### src/kgn_pkg.sv
package kgn_pkg;

  localparam int IMG_WIDTH  = 320;
  localparam int IMG_HEIGHT = 240;
  localparam int MAX_RADIUS = 8;

  localparam int MAP_W  = IMG_WIDTH + 2 * MAX_RADIUS;
  localparam int MAP_H  = IMG_HEIGHT + 2 * MAX_RADIUS;
  localparam int ROW_AW = $clog2(MAP_H);
  localparam int COL_W  = $clog2(MAP_W);
  localparam int SPAN_W = 2 * MAX_RADIUS + 1;

  // Widths fixed by the item and register fields.
  localparam int X_W     = 9;
  localparam int Y_W     = 8;
  localparam int RANK_W  = 10;
  localparam int RAD_W   = 4;
  localparam int MAXP_W  = 11;
  localparam int CFG_AW  = 1;
  localparam int DIM_W   = 13;
  localparam int IN_TW   = 24;
  localparam int OUT_TW  = 32;

  localparam int LIMIT_CAP = 1024;

  localparam logic [CFG_AW-1:0] REG_RADIUS     = 1'b0;
  localparam logic [CFG_AW-1:0] REG_MAX_POINTS = 1'b1;

  typedef struct packed {
    logic [RAD_W-1:0]  radius;
    logic [MAXP_W-1:0] max_points;
  } cfg_t;

  typedef struct packed {
    logic              rd_en;
    logic [ROW_AW-1:0] rd_addr;
    logic              wr_en;
    logic [ROW_AW-1:0] wr_addr;
    logic [MAP_W-1:0]  wr_data;
    logic              clear;
  } map_req_t;

  typedef enum logic [3:0] {
    S_IDLE  = 4'b0001,
    S_CHECK = 4'b0010,
    S_MARK  = 4'b0100,
    S_EMIT  = 4'b1000
  } state_t;

endpackage

### src/kgn_seq.sv
module kgn_seq (
  input  logic                           clk,
  input  logic                           rst,
  input  kgn_pkg::cfg_t                  cfg,
  input  logic                           in_valid,
  output logic                           in_ready,
  input  logic [kgn_pkg::X_W-1:0]        in_x,
  input  logic [kgn_pkg::Y_W-1:0]        in_y,
  input  logic                           in_last,
  output logic                           out_valid,
  input  logic                           out_ready,
  output logic [kgn_pkg::X_W-1:0]        out_x,
  output logic [kgn_pkg::Y_W-1:0]        out_y,
  output logic [kgn_pkg::RANK_W-1:0]     out_rank,
  output kgn_pkg::map_req_t              map_req,
  input  logic [kgn_pkg::MAP_W-1:0]      map_rdata
);

  kgn_pkg::state_t state;
  kgn_pkg::state_t state_next;

  logic [kgn_pkg::X_W-1:0]    x_q;
  logic [kgn_pkg::Y_W-1:0]    y_q;
  logic                       last_q;
  logic                       keep_q;
  logic [kgn_pkg::RAD_W-1:0]  r_q;
  logic [kgn_pkg::ROW_AW-1:0] pr_q;
  logic [kgn_pkg::COL_W-1:0]  pc_q;
  logic [kgn_pkg::ROW_AW-1:0] row_q;
  logic [kgn_pkg::ROW_AW-1:0] row_end;
  logic [kgn_pkg::MAP_W-1:0]  mask_q;
  logic [kgn_pkg::MAXP_W-1:0] count;
  logic                       full;

  logic                       accept;
  logic [kgn_pkg::RAD_W-1:0]  r_eff;
  logic [kgn_pkg::DIM_W-1:0]  xd;
  logic [kgn_pkg::DIM_W-1:0]  yd;
  logic [kgn_pkg::DIM_W-1:0]  rd;
  logic                       in_img;
  logic                       ignored;
  logic                       interior;
  logic [kgn_pkg::ROW_AW-1:0] pr_in;
  logic [kgn_pkg::COL_W-1:0]  pc_in;
  logic                       cell_free;
  logic [kgn_pkg::ROW_AW-1:0] row_lo;
  logic [kgn_pkg::SPAN_W-1:0] span;
  logic [kgn_pkg::MAP_W-1:0]  mask_next;
  logic [kgn_pkg::MAXP_W-1:0] limit;
  logic [kgn_pkg::MAXP_W-1:0] count_inc;
  logic                       out_free;
  logic                       emit_go;
  logic                       finish;

  assign in_ready = (state == kgn_pkg::S_IDLE);
  assign accept   = in_valid && in_ready;

  assign r_eff = (cfg.radius > kgn_pkg::RAD_W'(kgn_pkg::MAX_RADIUS)) ?
                 kgn_pkg::RAD_W'(kgn_pkg::MAX_RADIUS) : cfg.radius;

  assign xd = kgn_pkg::DIM_W'(in_x);
  assign yd = kgn_pkg::DIM_W'(in_y);
  assign rd = kgn_pkg::DIM_W'(r_eff);

  assign in_img   = (xd < kgn_pkg::DIM_W'(kgn_pkg::IMG_WIDTH)) &&
                    (yd < kgn_pkg::DIM_W'(kgn_pkg::IMG_HEIGHT));
  assign ignored  = full || !in_img;
  assign interior = (yd >= rd) && (yd + rd < kgn_pkg::DIM_W'(kgn_pkg::IMG_HEIGHT)) &&
                    (xd >= rd) && (xd + rd < kgn_pkg::DIM_W'(kgn_pkg::IMG_WIDTH));

  assign pr_in = kgn_pkg::ROW_AW'(yd + kgn_pkg::DIM_W'(kgn_pkg::MAX_RADIUS));
  assign pc_in = kgn_pkg::COL_W'(xd + kgn_pkg::DIM_W'(kgn_pkg::MAX_RADIUS));

  assign cell_free = !map_rdata[pc_q];
  assign row_lo    = pr_q - kgn_pkg::ROW_AW'(r_q);

  // The square's row mask: 2r+1 ones, placed so that the lowest sits at pc - r.
  always_comb begin
    for (int i = 0; i < kgn_pkg::SPAN_W; i++) begin
      span[i] = (i <= 2 * int'(r_q));
    end
    mask_next = kgn_pkg::MAP_W'(span) << (pc_q - kgn_pkg::COL_W'(r_q));
  end

  always_comb begin
    if (cfg.max_points == '0) begin
      limit = kgn_pkg::MAXP_W'(1);
    end else if (cfg.max_points > kgn_pkg::MAXP_W'(kgn_pkg::LIMIT_CAP)) begin
      limit = kgn_pkg::MAXP_W'(kgn_pkg::LIMIT_CAP);
    end else begin
      limit = cfg.max_points;
    end
  end

  assign count_inc = count + kgn_pkg::MAXP_W'(1);
  assign out_free  = !out_valid || out_ready;
  assign emit_go   = (state == kgn_pkg::S_EMIT) && keep_q && out_free;
  assign finish    = (state == kgn_pkg::S_EMIT) && (!keep_q || out_free);

  always_comb begin
    map_req.rd_en   = 1'b0;
    map_req.rd_addr = pr_in;
    map_req.wr_en   = 1'b0;
    map_req.wr_addr = row_q;
    map_req.wr_data = map_rdata | mask_q;
    map_req.clear   = 1'b0;
    state_next      = state;
    unique case (state)
      kgn_pkg::S_IDLE: begin
        if (accept) begin
          if (ignored) begin
            map_req.clear = in_last;
          end else begin
            map_req.rd_en = 1'b1;
            state_next    = kgn_pkg::S_CHECK;
          end
        end
      end
      kgn_pkg::S_CHECK: begin
        if (cell_free) begin
          map_req.rd_en   = 1'b1;
          map_req.rd_addr = row_lo;
          state_next      = kgn_pkg::S_MARK;
        end else begin
          map_req.clear = last_q;
          state_next    = kgn_pkg::S_IDLE;
        end
      end
      kgn_pkg::S_MARK: begin
        // Write back the row just read while fetching the next one.
        map_req.wr_en   = 1'b1;
        map_req.rd_addr = row_q + kgn_pkg::ROW_AW'(1);
        if (row_q == row_end) begin
          state_next = kgn_pkg::S_EMIT;
        end else begin
          map_req.rd_en = 1'b1;
        end
      end
      kgn_pkg::S_EMIT: begin
        if (finish) begin
          map_req.clear = last_q;
          state_next    = kgn_pkg::S_IDLE;
        end
      end
      default: begin
        state_next = kgn_pkg::S_IDLE;
      end
    endcase
  end

  always_ff @(posedge clk) begin
    if (rst) begin
      state <= kgn_pkg::S_IDLE;
    end else begin
      state <= state_next;
    end
  end

  always_ff @(posedge clk) begin
    if (accept) begin
      x_q    <= in_x;
      y_q    <= in_y;
      last_q <= in_last;
      keep_q <= interior;
      r_q    <= r_eff;
      pr_q   <= pr_in;
      pc_q   <= pc_in;
    end
    if (state == kgn_pkg::S_CHECK) begin
      mask_q  <= mask_next;
      row_q   <= row_lo;
      row_end <= pr_q + kgn_pkg::ROW_AW'(r_q);
    end else if (state == kgn_pkg::S_MARK) begin
      row_q <= row_q + kgn_pkg::ROW_AW'(1);
    end
  end

  // Frame bookkeeping; a frame end clears the count in the same edge as the map.
  always_ff @(posedge clk) begin
    if (rst || map_req.clear) begin
      count <= '0;
      full  <= 1'b0;
    end else if (emit_go) begin
      count <= count_inc;
      full  <= (count_inc >= limit);
    end
  end

  always_ff @(posedge clk) begin
    if (rst) begin
      out_valid <= 1'b0;
    end else if (emit_go) begin
      out_valid <= 1'b1;
    end else if (out_ready) begin
      out_valid <= 1'b0;
    end
  end

  always_ff @(posedge clk) begin
    if (emit_go) begin
      out_x    <= x_q;
      out_y    <= y_q;
      out_rank <= count[kgn_pkg::RANK_W-1:0];
    end
  end

endmodule

### config.mk
export PLATFORM = sky130hd
export DESIGN_NAME = kgn_seq
export DESIGN_NICKNAME = d
export VERILOG_FILES = /design/src/kgn_pkg.sv /design/src/kgn_seq.sv
export SDC_FILE = /design/constraint.sdc
export NUM_CORES = 1
export LEC_CHECK = 0
export BUFFER_PORTS_ARGS = -buffer_cell sky130_fd_sc_hd__clkbuf_2
export CAP_MARGIN = 20
export CORE_AREA = 4 4 297 299
export CTS_BUF_LIST = sky130_fd_sc_hd__clkbuf_2
export DETAILED_ROUTE_END_ITERATION = 6
export DIE_AREA = 0 0 301 303
export PLACE_DENSITY = 0.58
export SLEW_MARGIN = 20
export SYNTH_ARGS = -nofsm -noshare
export SYNTH_HDL_FRONTEND = slang
export SYNTH_SLANG_ARGS = --single-unit
### constraint.sdc
create_clock -name clk -period 16.3 [get_ports clk]
set_input_delay 2.445 -clock clk [delete_from_list [all_inputs] [get_ports clk]]
set_output_delay 2.445 -clock clk [all_outputs]
set_load 0.005 [all_outputs]
==> impl_metrics.csv, run 1 <==
group,metric,value,unit
logic_synthesis,yosysTopAreaCell,"edfxtp_1",
logic_synthesis,synth_top_flop_cell,"edfxtp_1",
clocking,htreeDepth,3,
logic_synthesis,synth_edf_count,413,
sta,rsz0062_at_grt,"no",
logic_synthesis,syn_nets,2410,
status,status,"finished clean",
floorplan,start_util,27.6,%
clocking,cts_setup_buffers,0,
cells_and_area,nNetsFinal,3239,
global_routing,grt_pass1_vias,19900,
setup_path,worst_ep_arrival_time,6460,ps
floorplan,ioPinCount,757,
cells_and_area,drive_above_1_share,49.6,%
detailed_routing,drc,0,
logic_synthesis,ys_ff_latch,430,
clocking,cts_tree,"built",
clocking,clk_latency,1160,ps
sta,maxSlewHeadroom,24.3,%
cells_and_area,fillers,8805,
sta,fin_crit,8910,ps
detailed_routing,vias,20100,
placed_design,dpl-instance-area,28700,um^2
detailed_routing,routed_wl,107,mm
floorplan,die_w,301,um
detailed_routing,ant_nets,0,
logic_synthesis,synth.avg_cell_area,11.8,um^2
clocking,cts_resized,0,
sta,max_freq,0.112,GHz
setup_path,rrSetupSlack,10160,ps
detailed_routing,met2_length,52.6,mm
placed_design,port_buffers,756,
min_path,hold_end,"out_x[6]$_DFFE_PP_",
global_routing,overflow,0,
floorplan,coreArea,85100,um^2
global_routing,grt_pass1_wl,143,mm
logic_synthesis,synthArstFlopShare,0,%
setup_path,crit_type,"flip-flop to primary output",
sta,setup_viol,0,
clocking,ctsHoldBuffers,0,
logic_synthesis,synthCells,1991,
placed_design,routabilityCongestion,0.937,
global_routing,antenna_found_initial,9,
sta,finalMaxSlewViolations,0,
sta,setup_tns,0,ps
sta,worstMarginPinSlew,1130,ps
clocking,root_buffer,"clkbuf_2",
detailed_routing,routed.top_layer,"met5",
global_routing,grt_usage,22.1,%
setup_path,worstRegToRegCells,15,
cells_and_area,area_growth,26.5,%
power_and_ir_drop,p_per_area,162,nW/um^2
detailed_routing,avgRoutedWirePerCell,26.4,um
logic_synthesis,ys_warn_count,0,
logic_synthesis,ys_seq_area_share,54.3,%
clocking,clock_sinks,430,
logic_synthesis,synth.top_cells.by_area,"edfxtp_1 (53%), or2_2 (9.1%), nor2_1 (6.3%), mux4_2 (5.7%), mux4_1 (3.0%)",
floorplan,fp.dieH,303,um
min_path,worstHoldStart,"x_q[6]$_DFFE_PP_",
clocking,numCtsBuffers,114,
setup_path,crit_fanout,36,
logic_synthesis,yosysTopAreaCellShare,52.8,%
detailed_routing,viasPerCell,4.96,
min_path,whs_path_depth,0,
setup_path,start_kind,"flip-flop",
detailed_routing,first_pass_iters,5,
setup_path,worst_setup_path_end_kind,"primary output",
sta,post-route-period-util,54.6,%
run,cap_violations,0,
floorplan,die_area,91200,um^2
power_and_ir_drop,finalPower,4800,uW
logic_synthesis,syn_area,23500,um^2
setup_path,reg2reg_from,"x_q[0]$_DFFE_PP_",
power_and_ir_drop,power.leakage,0.0120,uW
setup_path,r2r-end,"mask_q[246]$_SDFFCE_PP0P_",
clocking,cts.path.max_buffers,3,
sta,hold_viol,0,
clocking,path_clk_slew,110,ps
floorplan,num_rows,107,
sta,fin_worst_skew,101,ps
min_path,hp-class,"flip-flop to flip-flop",
cells_and_area,fin_area,29700,um^2
logic_synthesis,yosysUniqueCellTypes,77,
setup_path,worstPathRequired,13860,ps
global_routing,grt_max_degree,156,
detailed_routing,drt-met1-wl,43.4,mm
placed_design,dp_hpwl,82.2,mm
detailed_routing,drt_iter0_markers,1803,
power_and_ir_drop,ir_worst_vdd,0.152,mV
detailed_routing,met3_wirelength,8.13,mm
==> registers in the layout, indices dropped and copies added (netlist names), 8 cells and up <==
signal    flops
row_q         8
y_q           8
x_q           9
row_end       8
out_rank     10
out_y         8
count        11
mask_q      336
out_x         9
==> where the power goes <==
group	leakage (uW)	internal, uW	switching [uW]
Clock	0.000773	301	462
Sequential	0.00394	1420	80.8
Combinational	0.00727	706	1830
Total	0.0120	2430	2370
==> final cells by class <==
| class | instances | area (um^2) | area share, % |
|---|---|---|---|
| inverter | 39 | 154 | 0.518 |
| sequential | 430 | 12700 | 42.9 |
| multi-input combinational | 1430 | 10200 | 34.3 |
| timing repair buffer | 805 | 4160 | 14.0 |
| clock buffer | 163 | 816 | 2.75 |
| antenna | 5 | 12.5 | 0.0421 |
| clock inverter | 31 | 195 | 0.657 |
| tap | 1144 | 1430 | 4.82 |
==> metal layers <==
layer  GRT usage, %  vias up
met5              0        -
met4           6.39        2
met3           4.48      138
met2           37.5     1044
met1           28.7     9946
li1               -     8941
==> layout by cell type, fill, tap and decap left out, drive strengths merged, types with 11 or more instances in the layout <==
cell,instances
a21o,15
a21oi,49
a22oi,24
a2bb2oi,12
buf,49
clkbuf,919
clkinv,28
dfxtp,17
edfxtp,413
ha,43
inv,38
mux2i,28
mux4,87
nand2,89
nand2b,18
nand3,24
nor2,402
nor2b,11
nor3,17
nor4,15
o21ai,27
o22ai,41
or2,340
xnor2,21
xor2,38
==> worst max-delay path: stages (launching register included) <==
cell	delay [ps]
edfxtp_1	660
buf_4	660
buf_4	610
mux4_1	370
mux2i_1	110
o41ai_1	740
nor4_1	270
a2111oi_2	1050
nor2_1	220
mux2i_1	170
a221o_1	280
clkbuf_2	120
==> cells in the mapped netlist, types with 16 or more instances <==
master    count
clkbuf_1     57
nor3_1       16
dfxtp_1      17
nand3_1      24
o21ai_0      25
a21oi_1      48
ha_1         43
or2_2       340
edfxtp_1    413
a22oi_1      24
mux4_2       59
xnor2_1      21
inv_1        34
nor2_1      391
nand2b_1     18
nand2_1      89
mux4_1       27
o22ai_1      41
xor2_1       38
mux2i_1      28
==> worst max-delay path by stage <==
stage                    to  depth (start not counted)             startpoint  slack [ps]
6_report       map_req[351]                         11       x_q[0]$_DFFE_PP_        7390
5_1_grt        map_req[350]                         11       x_q[0]$_DFFE_PP_        7040
4_1_cts        map_req[350]                         11       x_q[0]$_DFFE_PP_        7120
3_5_place_dp   map_req[350]                         11          map_rdata[14]        8020
3_3_place_gp   map_req[350]                         10         map_rdata[137]        7890
2_1_floorplan  map_req[353]                          5  state[3]$_SDFFE_PP0P_        3140
==> cell families after synthesis <==
logic type / Yosys count / synth area share (%)
DFF: 430 / 54.3
muxes: 125 / 10.5
adders and majority gates: 47 / 2.59
xor gates and xnor gates: 59 / 2.20
buffers and inverters: 131 / 2.93
AOI/OAI and AO/OA: 238 / 7.00
and+or+nand+nor: 961 / 20.5
==> per-stage QoR <==
stage                     cells  setup WS, ps  utilization, %  hold WS [ps]
after floorplan            1991          3140               -           400
after global placement     3847          7890            33.6           402
after detailed placement   3848          8020            33.7           405
after CTS                  4042          7120            34.9           350
after global routing       4045          7040            34.9           361
final                      4047          7390            34.9           365
(Power assumes the default switching activity.)
==> run 2, diff against run 1 <==
Clock period 16.3 ns to 9.18 ns, I/O delays scaled along.
==> run 2 against run 1 <==
  * Global-route usage is 0.66 points higher
  * Setup slack worse by 5200 ps
  * Combinational power is 74% higher
  * Sequential power is 80% higher
  * Cell count hardly changed
  * First-iteration DRC count is 2.1% lower
  * Total power is 77% higher
  * Non-clock buffer count is 6 lower
  * Critical endpoint is now map_req[350]
==> impl_metrics.csv, run 2 (synthesis results as in run 1) <==
group,metric,value,unit
sta,hold_viol,0,
detailed_routing,ant_nets,0,
detailed_routing,routed_wl,109,mm
sta,setup_tns,0,ps
cells_and_area,largest_reg_flops,336,
sta,rsz0062_at_grt,"no",
setup_path,crit_fanout,57,
power_and_ir_drop,p_per_area,286,nW/um^2
setup_path,cp_top_family,"compound AO/OA/AOI/OAI gates",
global_routing,grt_pass1_vias,19900,
clocking,root_buffer,"clkbuf_2",
setup_path,cp_slowest_cell,"edfxtp_1",
power_and_ir_drop,power.leakage,0.0120,uW
clocking,clock_sinks,430,
sta,finalMaxSlewViolations,0,
status,status,"finished clean",
floorplan,die_area,91200,um^2
global_routing,grt_usage,22.8,%
sta,max_freq,0.143,GHz
power_and_ir_drop,p_switching,4160,uW
clocking,cts.path.max_buffers,3,
clocking,cts_tree,"built",
setup_path,worst_ep_arrival_time,5590,ps
sta,fin_crit,6970,ps
setup_path,cp_cell_sequence,"buf_12 -> mux4_2 -> mux2i_1 -> o21ai_0 -> a221oi_1 -> a2111oi_4 -> nor4_4 -> nor2_2 -> a221o_1 -> clkbuf_2",
setup_path,worst_setup_path_end_kind,"primary output",
global_routing,grt_max_degree,80,
setup_path,crit_start,"x_q[1]$_DFFE_PP_",
global_routing,overflow,0,
setup_path,r2r-end,"mask_q[242]$_SDFFCE_PP0P_",
clocking,cts_setup_buffers,0,
setup_path,reg2reg_from,"x_q[0]$_DFFE_PP_",
setup_path,endpoint,"map_req[350]",
floorplan,fp.dieH,303,um
detailed_routing,avgRoutedWirePerCell,26.9,um
detailed_routing,drt_iter0_markers,1766,
setup_path,critPathMaxStageDelay,930,ps
sta,worstMarginPinSlew,1220,ps
clocking,numCtsBuffers,110,
detailed_routing,first_pass_iters,5,
sta,whs,400,ps
cells_and_area,top_regs,"mask_q: 336 flops, count: 11 flops, out_rank: 10 flops",
clocking,path_clk_slew,110,ps
floorplan,die_w,301,um
setup_path,start_kind,"flip-flop",
cells_and_area,layout_commonest_cell,"clkbuf_2",
power_and_ir_drop,pwr-share-seq,31.8,%
floorplan,ioPinCount,757,
placed_design,routabilityCongestion,0.915,
cells_and_area,nNetsFinal,3229,
placed_design,port_buffers,756,
global_routing,grt_pass1_wl,146,mm
clocking,cts_resized,0,
run,cap_violations,0,
power_and_ir_drop,ir_worst_vdd,0.286,mV
clocking,ctsHoldBuffers,0,
detailed_routing,vias,19900,
placed_design,dp_hpwl,84.4,mm
cells_and_area,top_register,"mask_q",
sta,maxSlewHeadroom,18.8,%
floorplan,coreArea,85100,um^2
setup_path,worstRegToRegCells,14,
global_routing,antenna_found_initial,11,
cells_and_area,drive_above_1_share,49.4,%
sta,setup_viol,0,
cells_and_area,layout_common_cells,"clkbuf_2 (917), edfxtp_1 (413), nor2_1 (390), or2_2 (340), nand2_1 (89)",
placed_design,place_inst,3842,
sta,fin_ws,2210,ps
setup_path,crit_cells,10,
detailed_routing,viasPerCell,4.93,
power_and_ir_drop,p_int,4340,uW
cells_and_area,area_growth,26.7,%
power_and_ir_drop,pwr-share-comb,51.9,%
floorplan,start_util,27.6,%
setup_path,rrSetupSlack,3830,ps
power_and_ir_drop,clockPowerShare,16.3,%
clocking,clk_latency,1180,ps
placed_design,dp_slack,3190,ps
sta,post-route-period-util,75.9,%
setup_path,cp.buffers_inverters,2,
sta,fin_worst_skew,101,ps
detailed_routing,drc,0,
min_path,hp-class,"flip-flop to flip-flop",
cells_and_area,final_cells,4045,
cells_and_area,fillers,8767,
setup_path,worstPathRequired,7800,ps
setup_path,crit_type,"flip-flop to primary output",
floorplan,num_rows,107,
clocking,htreeDepth,3,
power_and_ir_drop,sw_frac_of_total,48.9,%
## run 2: worst min-delay path by stage
| stage | startpoint | to | slack, ps | depth (start not counted) |
|---|---|---|---|---|
| 6_report | x_q[6]$_DFFE_PP_ | out_x[6]$_DFFE_PP_ | 400 | 0 |
| 3_5_place_dp | y_q[5]$_DFFE_PP_ | out_y[5]$_DFFE_PP_ | 410 | 0 |
| 2_1_floorplan | x_q[3]$_DFFE_PP_ | out_x[3]$_DFFE_PP_ | 400 | 0 |
| 5_1_grt | in_last | last_q$_DFFE_PP_ | 290 | 1 |
| 4_1_cts | in_last | last_q$_DFFE_PP_ | 210 | 1 |
| 3_3_place_gp | y_q[7]$_DFFE_PP_ | out_y[7]$_DFFE_PP_ | 400 | 0 |
## run 2: layout make-up
type                    instances  area [um^2]  share of cell area, %
inverters                      39          154                  0.518
diodes                          9         22.5                 0.0758
well taps                    1144         1430                   4.82
multi-input cells            1430        10200                   34.3
flip-flops and latches        430        12700                   42.9
clock buffers                 161          806                   2.71
repair buffers                799         4140                   13.9
clock inverters                33          239                  0.804
## run 2: layer usage
metal  up-vias  wire length, um  part of all wire [%]  GRT usage (%)
li1       8946                -                     -              -
met1      9859            44400                    41           29.2
met2       960            53300                    49           38.5
met3       162             7700                   7.1           4.32
met4         2             3570                   3.3           8.30
met5         -               12                 0.011              0
## run 2: power by group through the flow
| stage | registers [uW] | clock network, uW | logic (uW) |
|---|---|---|---|
| after floorplan | 2660 | 0 | 2220 |
| after global placement | 2740 | 0 | 4430 |
| after detailed placement | 2740 | 0 | 4430 |
| after CTS | 2700 | 1440 | 4440 |
| after global routing | 2720 | 1550 | 4650 |
| final | 2700 | 1380 | 4410 |
## run 2: stage by stage
| step | util, % | total power (uW) | cell area, um^2 |
|---|---|---|---|
| 6_report | 34.9 | 8490 | 29700 |
| 5_1_grt | 34.9 | 8920 | 29700 |
| 4_1_cts | 34.9 | 8580 | 29700 |
| 3_5_place_dp | 33.7 | 7170 | 28700 |
| 3_3_place_gp | 33.6 | 7170 | 28600 |
| 2_1_floorplan | - | 4880 | 23500 |
